**config.mk**
```make
export PLATFORM = sky130hd
export DESIGN_NAME = url_percent_decoder_flat
export DESIGN_NICKNAME = d
export VERILOG_FILES = /design/src/upd_pkg.sv /design/src/upd_if.sv /design/src/url_percent_decoder.sv /design/src/upd_front.sv /design/src/upd_queue.sv /design/src/upd_back.sv /design/src/flat_wrapper.sv
export SDC_FILE = /design/constraint.sdc
export NUM_CORES = 1
export LEC_CHECK = 0
export BUFFER_PORTS_ARGS = -buffer_cell sky130_fd_sc_hd__buf_2
export CAP_MARGIN = 20
export CORE_MARGIN = 4
export CORE_UTILIZATION = 61
export CTS_CLUSTER_DIAMETER = 60
export DETAILED_ROUTE_END_ITERATION = 12
export PLACE_DENSITY_LB_ADDON = 0.2
export SYNTH_ARGS = -nofsm -noshare
export SYNTH_HDL_FRONTEND = slang
export SYNTH_HIERARCHICAL = 1
export SYNTH_SLANG_ARGS = --single-unit
```
**constraint.sdc**
```tcl
create_clock -name clk -period 4.9 [get_ports clk]
set_input_delay 0.245 -clock clk [delete_from_list [all_inputs] [get_ports clk]]
set_output_delay 0.245 -clock clk [all_outputs]
set_load 0.02 [all_outputs]
```
**src/upd_pkg.sv**
```systemverilog
package upd_pkg;

  localparam logic [7:0] CH_PERCENT = 8'h25;
  localparam logic [7:0] CH_PLUS    = 8'h2B;
  localparam logic [7:0] CH_SPACE   = 8'h20;

  localparam int unsigned MAX_OUT = 3;
  localparam int unsigned QDEPTH  = 4;
  localparam int unsigned QPTR_W  = $clog2(QDEPTH);

  typedef enum logic [1:0] {
    PH_IDLE  = 2'd0,
    PH_PCT   = 2'd1,
    PH_DIGIT = 2'd2
  } phase_t;

  typedef struct packed {
    logic [1:0]               cnt;
    logic [MAX_OUT-1:0][7:0]  data;
    logic                     last;
  } upd_cmd_t;

  function automatic logic is_hex(input logic [7:0] c);
    is_hex = (c >= 8'h30 && c <= 8'h39) || (c >= 8'h41 && c <= 8'h46) ||
             (c >= 8'h61 && c <= 8'h66);
  endfunction

  function automatic logic [3:0] hex_value(input logic [7:0] c);
    logic [7:0] u;
    logic [7:0] v;
    u = (c >= 8'h61) ? (c - 8'h20) : c;
    v = (u >= 8'h41) ? (u - 8'h37) : (u - 8'h30);
    hex_value = v[3:0];
  endfunction

endpackage

```
**src/upd_if.sv**
```systemverilog
interface upd_in_if;
  logic       valid;
  logic       ready;
  logic [7:0] in_byte;
  logic       in_last;

  modport source (output valid, output in_byte, output in_last, input ready);
  modport sink (input valid, input in_byte, input in_last, output ready);
endinterface

interface upd_out_if;
  logic       valid;
  logic       ready;
  logic [7:0] out_byte;
  logic       out_last;

  modport source (output valid, output out_byte, output out_last, input ready);
  modport sink (input valid, input out_byte, input out_last, output ready);
endinterface

```
**src/url_percent_decoder.sv**
```systemverilog
// Streaming URL percent-decoder: one encoded byte in, zero to three decoded bytes out.
// Throughput: one input request per cycle unless the queue is full; output one byte
// per cycle while out_ready is high. Bytes go via the queue and the output register.
// A four-entry command queue between decoder front end and output serializer.
// Reset (synchronous, rst_n low): escape state idle, queue and output register empty.
module url_percent_decoder (
  input  logic     clk,
  input  logic     rst_n,
  upd_in_if.sink   in_chan,
  upd_out_if.source out_chan
);

  upd_pkg::upd_cmd_t push_cmd;
  upd_pkg::upd_cmd_t head;
  logic              push;
  logic              pop;
  logic              q_full;
  logic              q_empty;

  upd_front u_front (
    .clk      (clk),
    .rst_n    (rst_n),
    .in_valid (in_chan.valid),
    .in_ready (in_chan.ready),
    .in_byte  (in_chan.in_byte),
    .in_last  (in_chan.in_last),
    .q_full   (q_full),
    .push     (push),
    .push_cmd (push_cmd)
  );

  upd_queue u_queue (
    .clk      (clk),
    .rst_n    (rst_n),
    .push     (push),
    .push_cmd (push_cmd),
    .pop      (pop),
    .head     (head),
    .full     (q_full),
    .empty    (q_empty)
  );

  upd_back u_back (
    .clk       (clk),
    .rst_n     (rst_n),
    .head      (head),
    .empty     (q_empty),
    .pop       (pop),
    .out_valid (out_chan.valid),
    .out_ready (out_chan.ready),
    .out_byte  (out_chan.out_byte),
    .out_last  (out_chan.out_last)
  );

endmodule

```
**src/upd_front.sv**
```systemverilog
module upd_front (
  input  logic             clk,
  input  logic             rst_n,
  input  logic             in_valid,
  output logic             in_ready,
  input  logic [7:0]       in_byte,
  input  logic             in_last,
  input  logic             q_full,
  output logic             push,
  output upd_pkg::upd_cmd_t push_cmd
);

  upd_pkg::phase_t phase_r, phase_nxt;
  logic [7:0]      held_r, held_nxt;
  logic [3:0][7:0] slot;
  logic [1:0]      n;
  logic            normal;
  logic            accept;

  always_comb begin
    n         = '0;
    slot      = '0;
    normal    = 1'b0;
    phase_nxt = phase_r;
    held_nxt  = held_r;
    case (phase_r)
      upd_pkg::PH_PCT: begin
        if (upd_pkg::is_hex(in_byte)) begin
          held_nxt  = in_byte;
          phase_nxt = upd_pkg::PH_DIGIT;
        end else begin
          slot[n] = upd_pkg::CH_PERCENT;
          n       = n + 2'd1;
          normal  = 1'b1;
        end
      end
      upd_pkg::PH_DIGIT: begin
        if (upd_pkg::is_hex(in_byte)) begin
          slot[n]   = {upd_pkg::hex_value(held_r), upd_pkg::hex_value(in_byte)};
          n         = n + 2'd1;
          phase_nxt = upd_pkg::PH_IDLE;
        end else begin
          slot[n] = upd_pkg::CH_PERCENT;
          n       = n + 2'd1;
          slot[n] = held_r;
          n       = n + 2'd1;
          normal  = 1'b1;
        end
      end
      default: begin
        normal = 1'b1;
      end
    endcase

    if (normal) begin
      phase_nxt = upd_pkg::PH_IDLE;
      if (in_byte == upd_pkg::CH_PERCENT) begin
        phase_nxt = upd_pkg::PH_PCT;
      end else if (in_byte == upd_pkg::CH_PLUS) begin
        slot[n] = upd_pkg::CH_SPACE;
        n       = n + 2'd1;
      end else begin
        slot[n] = in_byte;
        n       = n + 2'd1;
      end
    end

    if (in_last) begin
      if (phase_nxt == upd_pkg::PH_PCT) begin
        slot[n] = upd_pkg::CH_PERCENT;
        n       = n + 2'd1;
      end else if (phase_nxt == upd_pkg::PH_DIGIT) begin
        slot[n] = upd_pkg::CH_PERCENT;
        n       = n + 2'd1;
        slot[n] = held_nxt;
        n       = n + 2'd1;
      end
      phase_nxt = upd_pkg::PH_IDLE;
    end
  end

  assign in_ready      = !q_full;
  assign accept        = in_valid && in_ready;
  assign push          = accept && (n != 2'd0);
  assign push_cmd.cnt  = n;
  assign push_cmd.data = slot[upd_pkg::MAX_OUT-1:0];
  assign push_cmd.last = in_last;

  always_ff @(posedge clk) begin
    if (!rst_n) begin
      phase_r <= upd_pkg::PH_IDLE;
      held_r  <= '0;
    end else if (accept) begin
      phase_r <= phase_nxt;
      held_r  <= held_nxt;
    end
  end

endmodule

```
**src/upd_queue.sv**
```systemverilog
module upd_queue (
  input  logic              clk,
  input  logic              rst_n,
  input  logic              push,
  input  upd_pkg::upd_cmd_t push_cmd,
  input  logic              pop,
  output upd_pkg::upd_cmd_t head,
  output logic              full,
  output logic              empty
);

  upd_pkg::upd_cmd_t                 mem_r [upd_pkg::QDEPTH];
  logic [upd_pkg::QPTR_W-1:0]        wr_ptr_r, rd_ptr_r;
  logic [upd_pkg::QPTR_W:0]          cnt_r;

  assign full  = (cnt_r == (upd_pkg::QPTR_W+1)'(upd_pkg::QDEPTH));
  assign empty = (cnt_r == '0);
  assign head  = mem_r[rd_ptr_r];

  always_ff @(posedge clk) begin
    if (push) begin
      mem_r[wr_ptr_r] <= push_cmd;
    end
  end

  always_ff @(posedge clk) begin
    if (!rst_n) begin
      wr_ptr_r <= '0;
      rd_ptr_r <= '0;
      cnt_r    <= '0;
    end else begin
      if (push) begin
        wr_ptr_r <= wr_ptr_r + 1'b1;
      end
      if (pop) begin
        rd_ptr_r <= rd_ptr_r + 1'b1;
      end
      if (push && !pop) begin
        cnt_r <= cnt_r + 1'b1;
      end else if (pop && !push) begin
        cnt_r <= cnt_r - 1'b1;
      end
    end
  end

endmodule

```
**src/upd_back.sv**
```systemverilog
module upd_back (
  input  logic              clk,
  input  logic              rst_n,
  input  upd_pkg::upd_cmd_t head,
  input  logic              empty,
  output logic              pop,
  output logic              out_valid,
  input  logic              out_ready,
  output logic [7:0]        out_byte,
  output logic              out_last
);

  logic [1:0] idx_r;
  logic       valid_r;
  logic [7:0] byte_r;
  logic       last_r;
  logic       load;
  logic       final_slot;

  assign load       = !empty && (!valid_r || out_ready);
  assign final_slot = (idx_r == (head.cnt - 2'd1));
  assign pop        = load && final_slot;

  always_ff @(posedge clk) begin
    if (!rst_n) begin
      idx_r   <= '0;
      valid_r <= 1'b0;
    end else begin
      if (load) begin
        valid_r <= 1'b1;
        idx_r   <= final_slot ? 2'd0 : idx_r + 2'd1;
      end else if (out_ready) begin
        valid_r <= 1'b0;
      end
    end
  end

  always_ff @(posedge clk) begin
    if (load) begin
      byte_r <= head.data[idx_r];
      last_r <= head.last && final_slot;
    end
  end

  assign out_valid = valid_r;
  assign out_byte  = byte_r;
  assign out_last  = last_r;

endmodule

```
**src/flat_wrapper.sv**
```systemverilog
// flat-port wrapper written by rule: the top's interface ports become plain ports
module url_percent_decoder_flat 
  (clk, rst_n, in_chan_valid, in_chan_in_byte, in_chan_in_last, in_chan_ready, out_chan_valid, out_chan_out_byte, out_chan_out_last, out_chan_ready);
  upd_in_if in_chan_i ();
  upd_out_if out_chan_i ();
  input  logic clk;
  input  logic rst_n;
  input wire logic [$bits(in_chan_i.valid)-1:0] in_chan_valid;
  input wire logic [$bits(in_chan_i.in_byte)-1:0] in_chan_in_byte;
  input wire logic [$bits(in_chan_i.in_last)-1:0] in_chan_in_last;
  output wire logic [$bits(in_chan_i.ready)-1:0] in_chan_ready;
  output wire logic [$bits(out_chan_i.valid)-1:0] out_chan_valid;
  output wire logic [$bits(out_chan_i.out_byte)-1:0] out_chan_out_byte;
  output wire logic [$bits(out_chan_i.out_last)-1:0] out_chan_out_last;
  input wire logic [$bits(out_chan_i.ready)-1:0] out_chan_ready;
  assign in_chan_i.valid = in_chan_valid;
  assign in_chan_i.in_byte = in_chan_in_byte;
  assign in_chan_i.in_last = in_chan_in_last;
  assign in_chan_ready = in_chan_i.ready;
  assign out_chan_valid = out_chan_i.valid;
  assign out_chan_out_byte = out_chan_i.out_byte;
  assign out_chan_out_last = out_chan_i.out_last;
  assign out_chan_i.ready = out_chan_ready;
  url_percent_decoder u_core (.clk(clk), .rst_n(rst_n), .in_chan(in_chan_i), .out_chan(out_chan_i));
endmodule
```
* Yosys cells after proc, flatten, opt, wreduce, memory -nomap -nowiden
Memories as Yosys holds them, arrays and structs flattened. A register that Yosys moved wholly into a read port is not among the register bits.
Index checks and enable logic that the tools add are counted.
** Word-level totals
- Input bits :: 13
- Flip-flop bits (word level) :: 29
- Memories :: 1
- Word-level logic and storage cells :: 133
- Memory bits (writable) :: 108
- Output and inout port bits :: 11
** Cells by class
- Reduce and logical (&&, ||, !) cells :: 26
- Order comparisons :: 16
- Bitwise logic cells :: 6
- Equal/unequal tests :: 8
- Mux-type cells :: 52
- Add/sub/neg operators :: 15
** Memory list
- u_core.u_queue.mem_r :: depth 4, width 27, read ports 1, clocked after Yosys merged registers in 1, wr ports 1, RTL line upd_queue.sv:12 : upd_pkg::upd_cmd_t mem_r [upd_pkg::QDEPTH];
** Operator list (count)
- $mux W32 :: 3
- $mux W8 :: 11
- $mux W24 :: 3
- $bwmux W32 :: 2
- $demux W8 S2 :: 3
- $ge A8 B7 Y1 const B :: 5
- $and A14 B28 Y28 :: 1
- $not A28 Y28 :: 1
- $mux W2 :: 13
- $and A20 B20 Y20 :: 1
- $not A20 Y20 :: 1
- $bmux W8 S2 :: 1
- $eq A8 B6 Y1 const B :: 2
- $le A8 B7 Y1 const B :: 2
- $pmux W8 S2 :: 1
- $sub A8 B6 Y8 const B :: 2
- $logic_and A1 B1 Y1 :: 13
- $add A2 B1 Y2 const B :: 6
- $lt A2 B3 Y1 const B :: 4
- $or A12 B12 Y12 :: 1
- $ge A8 B6 Y1 const B :: 1
- $le A8 B6 Y1 const B :: 1
- $mux W1 :: 8
- $mux W4 :: 2
- 19 further kinds :: 35

* Depth between registers and ports, before layout
Gate-level depths: netlist (run 1).
- Word-level depth :: 20
- Mapped depth :: 23
- Depth with buffers taken out :: 22

* By module
The synthesis (run 1) kept the hierarchy.
** Modules (own cells, without submodules)
- upd_queue :: cells an instance 184, sequential area each 3423.3 sq um, area each 4389.2 sq um, times used 1
- upd_front :: cells an instance 266, sequential area each 200.2 sq um, area each 1995.7 sq um, times used 1
- upd_back :: cells an instance 58, sequential area each 330.3 sq um, area each 621.8 sq um, times used 1

* Worst setup path after synthesis (run 1)
OpenSTA, ideal clock, no wires.
- Path type :: in2reg
- From :: input port in_chan_in_byte[5]
- To :: register u_core/u_queue/cnt_r[2] (netlist name)
- Arrival time :: 4.243 ns
- Buffers on the path :: 1
- Stages :: 22
- Path slack :: 0.582 ns
- Library setup time :: 0.076 ns
- Required time :: 4.824 ns
- Cells stage by stage :: buf_2 > inv_1 > ha_1 > and3b_1 > o21ai_1 > and3_4 > nor2_1 > a21oi_2 > ha_1 > nand2_1 > o32ai_2 > inv_1 > ha_1 > o32a_1 > o21a_1 > o21ba_1 > ha_1 > inv_1 > fa_1 > xor2_1 > or3_1 > a21boi_0
** RTL lines
- start: declaration :: RTL line flat_wrapper.sv:9 : input wire logic [$bits(in_chan_i.in_byte)-1:0] in_chan_in_byte;
- end signal: assignment :: RTL line upd_queue.sv:39 : cnt_r <= cnt_r + 1'b1;
- end signal: assignment :: RTL line upd_queue.sv:41 : cnt_r <= cnt_r - 1'b1;
- end: declaration :: RTL line upd_queue.sv:14 : logic [upd_pkg::QPTR_W:0] cnt_r;

==> results of run 1 <==
[through the flow]
| stage | power [mW] | utilization | area, µm² | cells | setup slack (ps) |
|---|---|---|---|---|---|
| after floorplan | 2.082 | - | 7007 | 508 | 581.9 |
| after global placement | 2.249 | 0.6546 | 7221 | 657 | 327.0 |
| after detailed placement | 2.280 | 0.6546 | 7221 | 657 | 95.97 |
| after CTS | 3.455 | 0.7043 | 7769 | 689 | 493.7 |
| after global routing | 3.579 | 0.7047 | 7774 | 690 | 147.3 |
| final | 3.423 | 0.7047 | 7774 | 690 | 459.8 |
[tightest hold or removal path, delay by kind of cell]
| family | cells | cell delay, ps |
|---|---|---|
| AND/OR/NAND/NOR | 1 | 70 |
| buffers and inverters | 1 | 160 |
| AO/OA/AOI/OAI | 1 | 50 |
[layout by cell type, fill, tap and decap left out, types with 7 or more instances in the layout]
cell type / n
a21boi_1: 11
a21oi_1: 9
a22o_1: 8
a31oi_1: 7
and2_1: 9
buf_2: 24
buf_4: 11
clkbuf_16: 17
dfxtp_1: 21
edfxtp_1: 117
ha_1: 25
inv_1: 25
mux2i_1: 12
mux4_1: 7
mux4_2: 20
nand2_1: 41
nand3_1: 7
nor2_1: 12
nor2b_1: 8
o21ai_0: 19
o21ai_1: 14
[cell families (layout without fill, tap and decap cells)]
kind of cell / count (synthesis) / in the layout / share of synthesized area
simple gates: 124 / 124 / 0.1059
fa+ha+maj: 26 / 26 / 0.04750
compound gates: 118 / 118 / 0.1230
flops: 139 / 139 / 0.5643
mux: 40 / 40 / 0.1093
xor+xnor: 11 / 11 / 0.01375
buf+inv: 50 / 92 / 0.03625
[power by group through the flow]
stage / combinational, mW / clock [mW] / sequential (mW)
2_1_floorplan: 0.481 / 0 / 1.60
3_3_place_gp: 0.673 / 0 / 1.58
3_5_place_dp: 0.693 / 0 / 1.59
4_1_cts: 0.696 / 1.19 / 1.57
5_1_grt: 0.751 / 1.25 / 1.58
6_report: 0.691 / 1.17 / 1.56
[cell type report]
class / instances / area, µm² / share of cell area
flip-flops and latches: 139 / 3955 / 0.5088
multi-input cells: 319 / 2799 / 0.3601
clock buffers: 21 / 450.4 / 0.05794
repair buffers: 35 / 202.7 / 0.02607
well taps: 140 / 175.2 / 0.02253
clock inverters: 11 / 97.59 / 0.01255
inverters: 25 / 93.84 / 0.01207
[routing by layer]
layer | vias to the layer above | track usage | wire (µm)
li1 | 2024 | - | -
met1 | 2269 | 0.3404 | 6783
met2 | 171 | 0.4136 | 7630
met3 | 43 | 0.06579 | 978
met4 | 0 | 0.1088 | 595
met5 | - | 0 | 0
[how the worst max path moves through the flow]
stage	from	end	slack [ps]	cells after the start
CTS	in_chan_in_byte[0]	u_core/u_queue/cnt_r[2]	490	22
global route	in_chan_in_byte[0]	u_core/u_queue/cnt_r[2]	150	22
finish	in_chan_in_byte[0]	u_core/u_queue/cnt_r[2]	460	22
floorplan	in_chan_in_byte[5]	u_core/u_queue/cnt_r[2]	580	22
detailed placement	in_chan_in_byte[0]	u_core/u_queue/cnt_r[2]	100	22
global placement	in_chan_in_byte[0]	u_core/u_queue/cnt_r[2]	330	22
[flip-flops by register name, summed over array words and instances, names as in the netlist, named ones only]
signal	count
u_core/u_queue/cnt_r	3
u_core/u_front/held_r	8
u_core/u_back/out_byte	8
u_core/u_queue/rd_ptr_r	2
u_core/u_queue/mem_r	108
u_core/u_back/idx_r	2
u_core/u_back/out_last	1
u_core/u_front/phase_r	2
u_core/u_back/out_valid	1
u_core/u_queue/wr_ptr_r	2
==> impl_metrics.ini, run 1 <==
[outcome]
outcome = finished clean

[layout]
drive_gt1_frac = 0.2000
fill_cells = 752
diodes = 0
area_delta_synth_final_pct = 10.95
layout.nets = 576

[clock_network]
cts_buffers = 17
tritoncts = built
path_clk_slew_ps = 60
cts_setup_buffers = 0
max-clock-path-buffers = 2
ctsHtreeMaxLevel = 4
root_buffer = clkbuf_16
clock-sinks = 139
cts_resized = 0
clock_latency_ps = 420
holdBufCountCts = 0

[yosys]
synth_edf_count = 117
synth_top_area_share = 0.5014
synth_ff_type = edfxtp_1
synthCells = 508
yosysMostFrequentCell = edfxtp_1
yosysTopAreaCell = edfxtp_1
ys_seq_area_frac = 0.5643
syn_area_per_cell_um2 = 13.79
synth_area_um2 = 7007
syn-num-nets = 547
synth.ff_latch_count = 139
synth_area_leaders = edfxtp_1, mux4_2, dfxtp_1, ha_1, mux4_1
synthArstFlopShare = 0
ys_warn_count = 6
yosysUniqueCellTypes = 85
synthTopCellsByCount = edfxtp_1, nand2_1, ha_1, inv_1, dfxtp_1

[worst_setup_path]
rrSetupSlack_ps = 710
setup.worst_path.class = input pin to flip-flop
r2r_cells = 18
r2r_end = u_core/u_queue/cnt_r[2]
path_max_fanout = 9
crit_chain = buf_2, inv_1, ha_1, nor4b_2, o21ai_1, and3_4, nor2_1, a21oi_2, ha_1, nand2_1, o32ai_2, inv_1, ha_1, o32a_1, o21a_1, o21ba_1, ha_1, inv_1, fa_1, xor2_1, or3_1, a21boi_0
cpPeakStageDelay_ps = 410
cp-start-kind = input pin
cp.arrival_ps = 4780
worst-path-buf-inv = 4
crit_required_ps = 5240
cp_common_cell = ha_1
end_kind = flip-flop
worstReg2RegStart = u_core/u_front/phase_r[0]
crit_family = compound AO/OA/AOI/OAI gates
cpMaxStageDelayCell = o21ai_1

[min_path]
min_to = u_core/u_front/held_r[0]
holdCritPathClass = input pin to flip-flop
holdCritStartpoint = in_chan_in_byte[0]
hold_path_depth = 3

[detailed_routing]
drc_errors = 0
totalWireLength_mm = 15.99
num_vias = 4507
firstDrtPassIters = 5
vias_per_cell = 6.532
ant_nets = 0
wl_per_cell_um = 23.17
drt_iter0_markers = 507

[floorplanning]
pin_count = 24
core-area_um2 = 11030
rows = 38
dieWidth_um = 115.2
die_area_um2 = 13270
start_util = 0.6352
die_y_um = 115.2

[sta]
rsz0062_at_grt = no
setup_violations = 0
worst_pin_slew_ps = 1015
hold_ws_ps = 162.8
min_period_ps = 4440
setup_tns_ps = 0
worst_clock_skew_ps = 7.463
finalHoldViolCount = 0
max_freq_ghz = 0.2252
report.final.slew_viol_count = 0
slew_headroom = 0.3210
fin_crit_sh = 0.9062

[power]
p_sw_frac = 0.2760
p_sw_mw = 0.9450
powerDensity_nw_per_um2 = 440.4
power_frac_seq = 0.456
leakagePower_nw = 2.717
comb_power_share = 0.202
peakVddDrop_v = 0.0003897
p_clk_frac = 0.342
p_int_mw = 2.478

[flow_run]
cap_violations = 0

[global_route]
grt_pass1_wl_mm = 25.30
grt_overflow = 0
grt_pass1_vias = 4580
grt_max_degree = 28
antenna_found_initial = 0
grt_usage = 0.2592

[placed_design]
place.gp.congestion = 0.9845
hpwl_mm = 10.79
io_buffers = 23
Power figures use the tool's default switching activity.
==> inputs of run 2 (changes only) <==
--- a/config.mk
+++ b/config.mk
@@ -7,7 +7,7 @@
 export LEC_CHECK = 0
 export BUFFER_PORTS_ARGS = -buffer_cell sky130_fd_sc_hd__buf_2
 export CAP_MARGIN = 20
-export CORE_MARGIN = 4
+export CORE_MARGIN = 1
 export CORE_UTILIZATION = 61
 export CTS_CLUSTER_DIAMETER = 60
 export DETAILED_ROUTE_END_ITERATION = 12
==> run 2 against run 1 <==
Net effect: non-clock buffer count decreased by 2; register-to-register slack better by 20 ps; fmax down 0.54%; clock-buffer cell count unchanged; total power increased by 0.95%; clock power rose by 3%; via count is 1.6% lower; core utilization hardly changed; global-route usage grew 2.7 points; critical path type unchanged.
==> impl_metrics.ini, run 2 (synthesized netlist as in run 1, its figures left out) <==
[clock_network]
cts_buffers = 17
max-clock-path-buffers = 2
clock_latency_ps = 420
path_clk_slew_ps = 50
ctsHtreeMaxLevel = 4
clock-sinks = 139
root_buffer = clkbuf_16
cts_setup_buffers = 0
holdBufCountCts = 0
tritoncts = built
cts_resized = 0

[floorplanning]
die_y_um = 109.2
start_util = 0.6352
dieWidth_um = 109.2
rows = 38
core-area_um2 = 11030
die_area_um2 = 11920
pin_count = 24

[placed_design]
place.gp.congestion = 0.9852
dp_slack_ps = 49.73
dp.cells = 656
placed_area_um2 = 7213
io_buffers = 23
hpwl_mm = 10.62

[outcome]
outcome = finished clean

[sta]
setup_ws_ps = 435.7
fin_crit_sh = 0.9111
setup_violations = 0
finalHoldViolCount = 0
rsz0062_at_grt = no
hold_ws_ps = 191.4
report.final.slew_viol_count = 0
worst_pin_slew_ps = 1094
setup_tns_ps = 0
worst_clock_skew_ps = 7.066
slew_headroom = 0.2655
max_freq_ghz = 0.2240
min_period_ps = 4464

[global_route]
grt_pass1_wl_mm = 24.18
grt_max_degree = 28
grt_overflow = 0
antenna_found_initial = 0
grt_usage = 0.2865
grt_pass1_vias = 4352

[power]
powerDensity_nw_per_um2 = 444.5
peakVddDrop_v = 0.0003913
leakagePower_nw = 2.709
p_total_mw = 3.456

[layout]
final_common_cell = edfxtp_1
layout_common_cells = edfxtp_1, nand2_1, inv_1, ha_1, buf_2
layout.nets = 574
area_delta_synth_final_pct = 10.96
design_area_um2 = 7775
largest-register = u_core/u_queue/mem_r
drive_gt1_frac = 0.1953
fin_cells = 688
largest_reg_flops = 108
utilization = 0.7049
diodes = 0

[detailed_routing]
ant_nets = 0
firstDrtPassIters = 5
totalWireLength_mm = 15.70
wl_per_cell_um = 22.83
drc_errors = 0
drt_iter0_markers = 388
vias_per_cell = 6.448
num_vias = 4436

[worst_setup_path]
startpoint = in_chan_in_byte[0]
end_kind = flip-flop
cp.arrival_ps = 4810
path_max_fanout = 9
crit_required_ps = 5240
worstReg2RegStart = u_core/u_front/phase_r[0]
setup.worst_path.class = input pin to flip-flop
cp-start-kind = input pin

[min_path]
holdCritStartpoint = in_chan_in_byte[1]
holdCritPathClass = input pin to flip-flop

[flow_run]
cap_violations = 0
[run 2: cell count changes in the layout (fill, tap and decap cells not counted), sizes merged]
cell      change
buf           -2
clkinv        -2
bufinv        +1
clkinvlp      +1
[run 2: final cells by class]
class / instances / area (µm²)
clock buffers: 21 / 440.4
clock inverters: 11 / 121.4
inverters: 25 / 93.84
multi-input cells: 319 / 2799
fillers: 767 / 3256
repair buffers: 33 / 190.2
well taps: 140 / 175.2
flip-flops and latches: 139 / 3955
[run 2: power breakdown]
| group | switching (mW) | internal [mW] |
|---|---|---|
| Combinational | 0.388 | 0.288 |
| Sequential | 0.0916 | 1.48 |
| Clock | 0.463 | 0.746 |
| Total | 0.942 | 2.51 |
[run 2: critical path: stages]
cell and delay, ps:
buf_2 180, inv_1 130, ha_1 240, nor4b_2 180, o21ai_1 450, and3_4 320, nor2_1 60, a21oi_2 210
ha_1 270, nand2_1 70, o32ai_2 100, inv_1 120, ha_1 240, o32a_1 170, o21a_1 190, o21ba_1 280
ha_1 240, inv_1 70, fa_1 370, xor2_1 180, or3_1 310, a21boi_0 160
[run 2: layer usage]
layer | global-route usage | routed length (µm) | vias up
li1 | - | - | 2018
met1 | 0.3843 | 6820 | 2208
met2 | 0.4542 | 7605 | 184
met3 | 0.06814 | 862 | 26
met4 | 0.1076 | 416 | 0
met5 | 0 | 0 | -
[run 2: final timing paths]
path                              end  slack [ps]  cells after the start
max           u_core/u_queue/cnt_r[2]         440                     22
min          u_core/u_front/held_r[1]         190                      3
max reg2reg   u_core/u_queue/cnt_r[2]         730                     18
min reg2reg   u_core/u_queue/cnt_r[2]         520                      2
==> inputs of run 3 (changes only) <==
--- a/config.mk
+++ b/config.mk
@@ -11,7 +11,7 @@
 export CORE_UTILIZATION = 61
 export CTS_CLUSTER_DIAMETER = 60
 export DETAILED_ROUTE_END_ITERATION = 12
-export PLACE_DENSITY_LB_ADDON = 0.2
+export PLACE_DENSITY_LB_ADDON = 0.15
 export SYNTH_ARGS = -nofsm -noshare
 export SYNTH_HDL_FRONTEND = slang
 export SYNTH_HIERARCHICAL = 1
==> run 3 against run 2 <==
Net effect: via count grew 0.20%; clock power grew 8%; hold slack lost 43 ps; sequential share of layout area shrank 0.32 points; critical path type unchanged.
==> impl_metrics.ini, run 3 (synthesized netlist as in run 1, its figures left out) <==
[worst_setup_path]
critPathCapture = u_core/u_queue/cnt_r[2]
cp-start-kind = input pin
cpPeakStageDelay_ps = 550
cp.depth = 22
crit_family = adder cells
startpoint = in_chan_in_byte[1]
worstReg2RegStart = u_core/u_front/phase_r[0]
crit_chain = buf_2, inv_1, ha_1, nor4bb_1, a211oi_4, and3_4, nor2_1, a21oi_2, ha_1, nand2_1, o32ai_2, inv_1, ha_1, o32a_1, o21a_1, o21ba_1, ha_1, inv_1, fa_1, xor2_1, or3_1, a21boi_0
cp.arrival_ps = 4770
end_kind = flip-flop
cp_common_cell = ha_1
path_max_fanout = 9
worst-path-buf-inv = 4
setup.worst_path.class = input pin to flip-flop
r2r_end = u_core/u_queue/cnt_r[2]
r2r_cells = 18
rrSetupSlack_ps = 790
cpMaxStageDelayCell = nor4bb_1
crit_required_ps = 5250

[sta]
setup_violations = 0
setup_tns_ps = 0
max_freq_ghz = 0.2266
min_period_ps = 4413
rsz0062_at_grt = no
report.final.slew_viol_count = 0
finalHoldViolCount = 0
fin_crit_sh = 0.9005
worst_pin_slew_ps = 1068
worst_clock_skew_ps = 9.396
slew_headroom = 0.2830
setup_ws_ps = 487.3

[clock_network]
clock_latency_ps = 430
root_buffer = clkbuf_16
holdBufCountCts = 0
cts_resized = 0
cts_buffers = 17
ctsHtreeMaxLevel = 4
clock-sinks = 139
max-clock-path-buffers = 2
cts_setup_buffers = 0
tritoncts = built
path_clk_slew_ps = 60

[detailed_routing]
firstDrtPassIters = 5
num_vias = 4445
drc_errors = 0
ant_nets = 0
totalWireLength_mm = 16.09
drt_iter0_markers = 324
wl_per_cell_um = 23.36
vias_per_cell = 6.451

[placed_design]
hpwl_mm = 10.81
dp_slack_ps = 71.93
io_buffers = 23
place.gp.congestion = 0.9382

[floorplanning]
die_y_um = 109.2
dieWidth_um = 109.2
die_area_um2 = 11920
pin_count = 24
start_util = 0.6352
core-area_um2 = 11030
rows = 38

[layout]
multi_input_area_um2 = 2799
largest-register = u_core/u_queue/mem_r
largest_reg_flops = 108
diodes = 0
area_delta_synth_final_pct = 11.66
layout_common_cells = edfxtp_1, nand2_1, inv_1, ha_1, buf_2
layout.nets = 575
drive_gt1_frac = 0.2040
final_common_cell = edfxtp_1
fill_cells = 784
ff_latch_area_um2 = 3955

[global_route]
grt_pass1_vias = 4461
grt_pass1_wl_mm = 24.50
antenna_found_initial = 0
grt_max_degree = 28
grt_usage = 0.2897
grt_overflow = 0

[flow_run]
cap_violations = 0

[power]
comb_power_share = 0.191
p_sw_frac = 0.2871
power_frac_seq = 0.441
powerDensity_nw_per_um2 = 454.7
p_int_mw = 2.536
peakVddDrop_v = 0.0003367
leakagePower_nw = 2.747
p_sw_mw = 1.021
p_clk_frac = 0.367
p_total_mw = 3.557

[outcome]
outcome = finished clean

[min_path]
holdCritPathClass = input pin to flip-flop
run 3: stage by stage:
| stage | cell area [µm²] | hold WS (ps) | utilization | cells |
|---|---|---|---|---|
| 2_1_floorplan | 7007 | 362.8 | - | 508 |
| 3_3_place_gp | 7221 | 481.2 | 0.6546 | 657 |
| 3_5_place_dp | 7221 | 519.6 | 0.6546 | 657 |
| 4_1_cts | 7824 | 140.3 | 0.7093 | 689 |
| 5_1_grt | 7824 | 170.9 | 0.7093 | 689 |
| 6_report | 7824 | 148.6 | 0.7093 | 689 |
run 3: worst min-delay path by stage:
stage | from | endpoint | slack, ps | cells past startpoint
after CTS | in_chan_in_byte[0] | u_core/u_front/held_r[0] | 140 | 3
after detailed placement | u_core/u_front/held_r[4] | u_core/u_front/held_r[4] | 520 | 2
after global placement | u_core/u_queue/cnt_r[2] | u_core/u_queue/cnt_r[2] | 480 | 2
final | in_chan_in_byte[0] | u_core/u_front/held_r[0] | 150 | 3
after global routing | in_chan_in_byte[0] | u_core/u_front/held_r[0] | 170 | 3
after floorplan | rst_n | u_core/u_back/out_valid | 360 | 1
run 3: area by class of cell:
class | count | area share
repair buffers | 34 | 0.02527
inverters | 25 | 0.01199
multi-input cells | 319 | 0.3577
clock buffers | 17 | 0.05437
flip-flops and latches | 139 | 0.5055
clock inverters | 15 | 0.02271
well taps | 140 | 0.02239
run 3: per-layer routing:
layer | part of all wire | vias up | GRT usage
li1 | - | 2022 | -
met1 | 0.43 | 2221 | 0.3779
met2 | 0.49 | 173 | 0.4843
met3 | 0.062 | 29 | 0.05559
met4 | 0.024 | 0 | 0.1029
met5 | 0 | - | 0
run 3: power by group through the flow:
stage | combinational [mW] | sequential (mW) | clock (mW)
2_1_floorplan | 0.481 | 1.60 | 0
3_3_place_gp | 0.669 | 1.58 | 0
3_5_place_dp | 0.684 | 1.59 | 0
4_1_cts | 0.687 | 1.57 | 1.32
5_1_grt | 0.742 | 1.59 | 1.37
6_report | 0.680 | 1.57 | 1.31
run 3: worst min-delay path, delay by kind of cell:
family | cells | cell delay, ps
AO/OA/AOI/OAI | 1 | 50
buffers and inverters | 1 | 160
AND/OR/NAND/NOR | 1 | 70
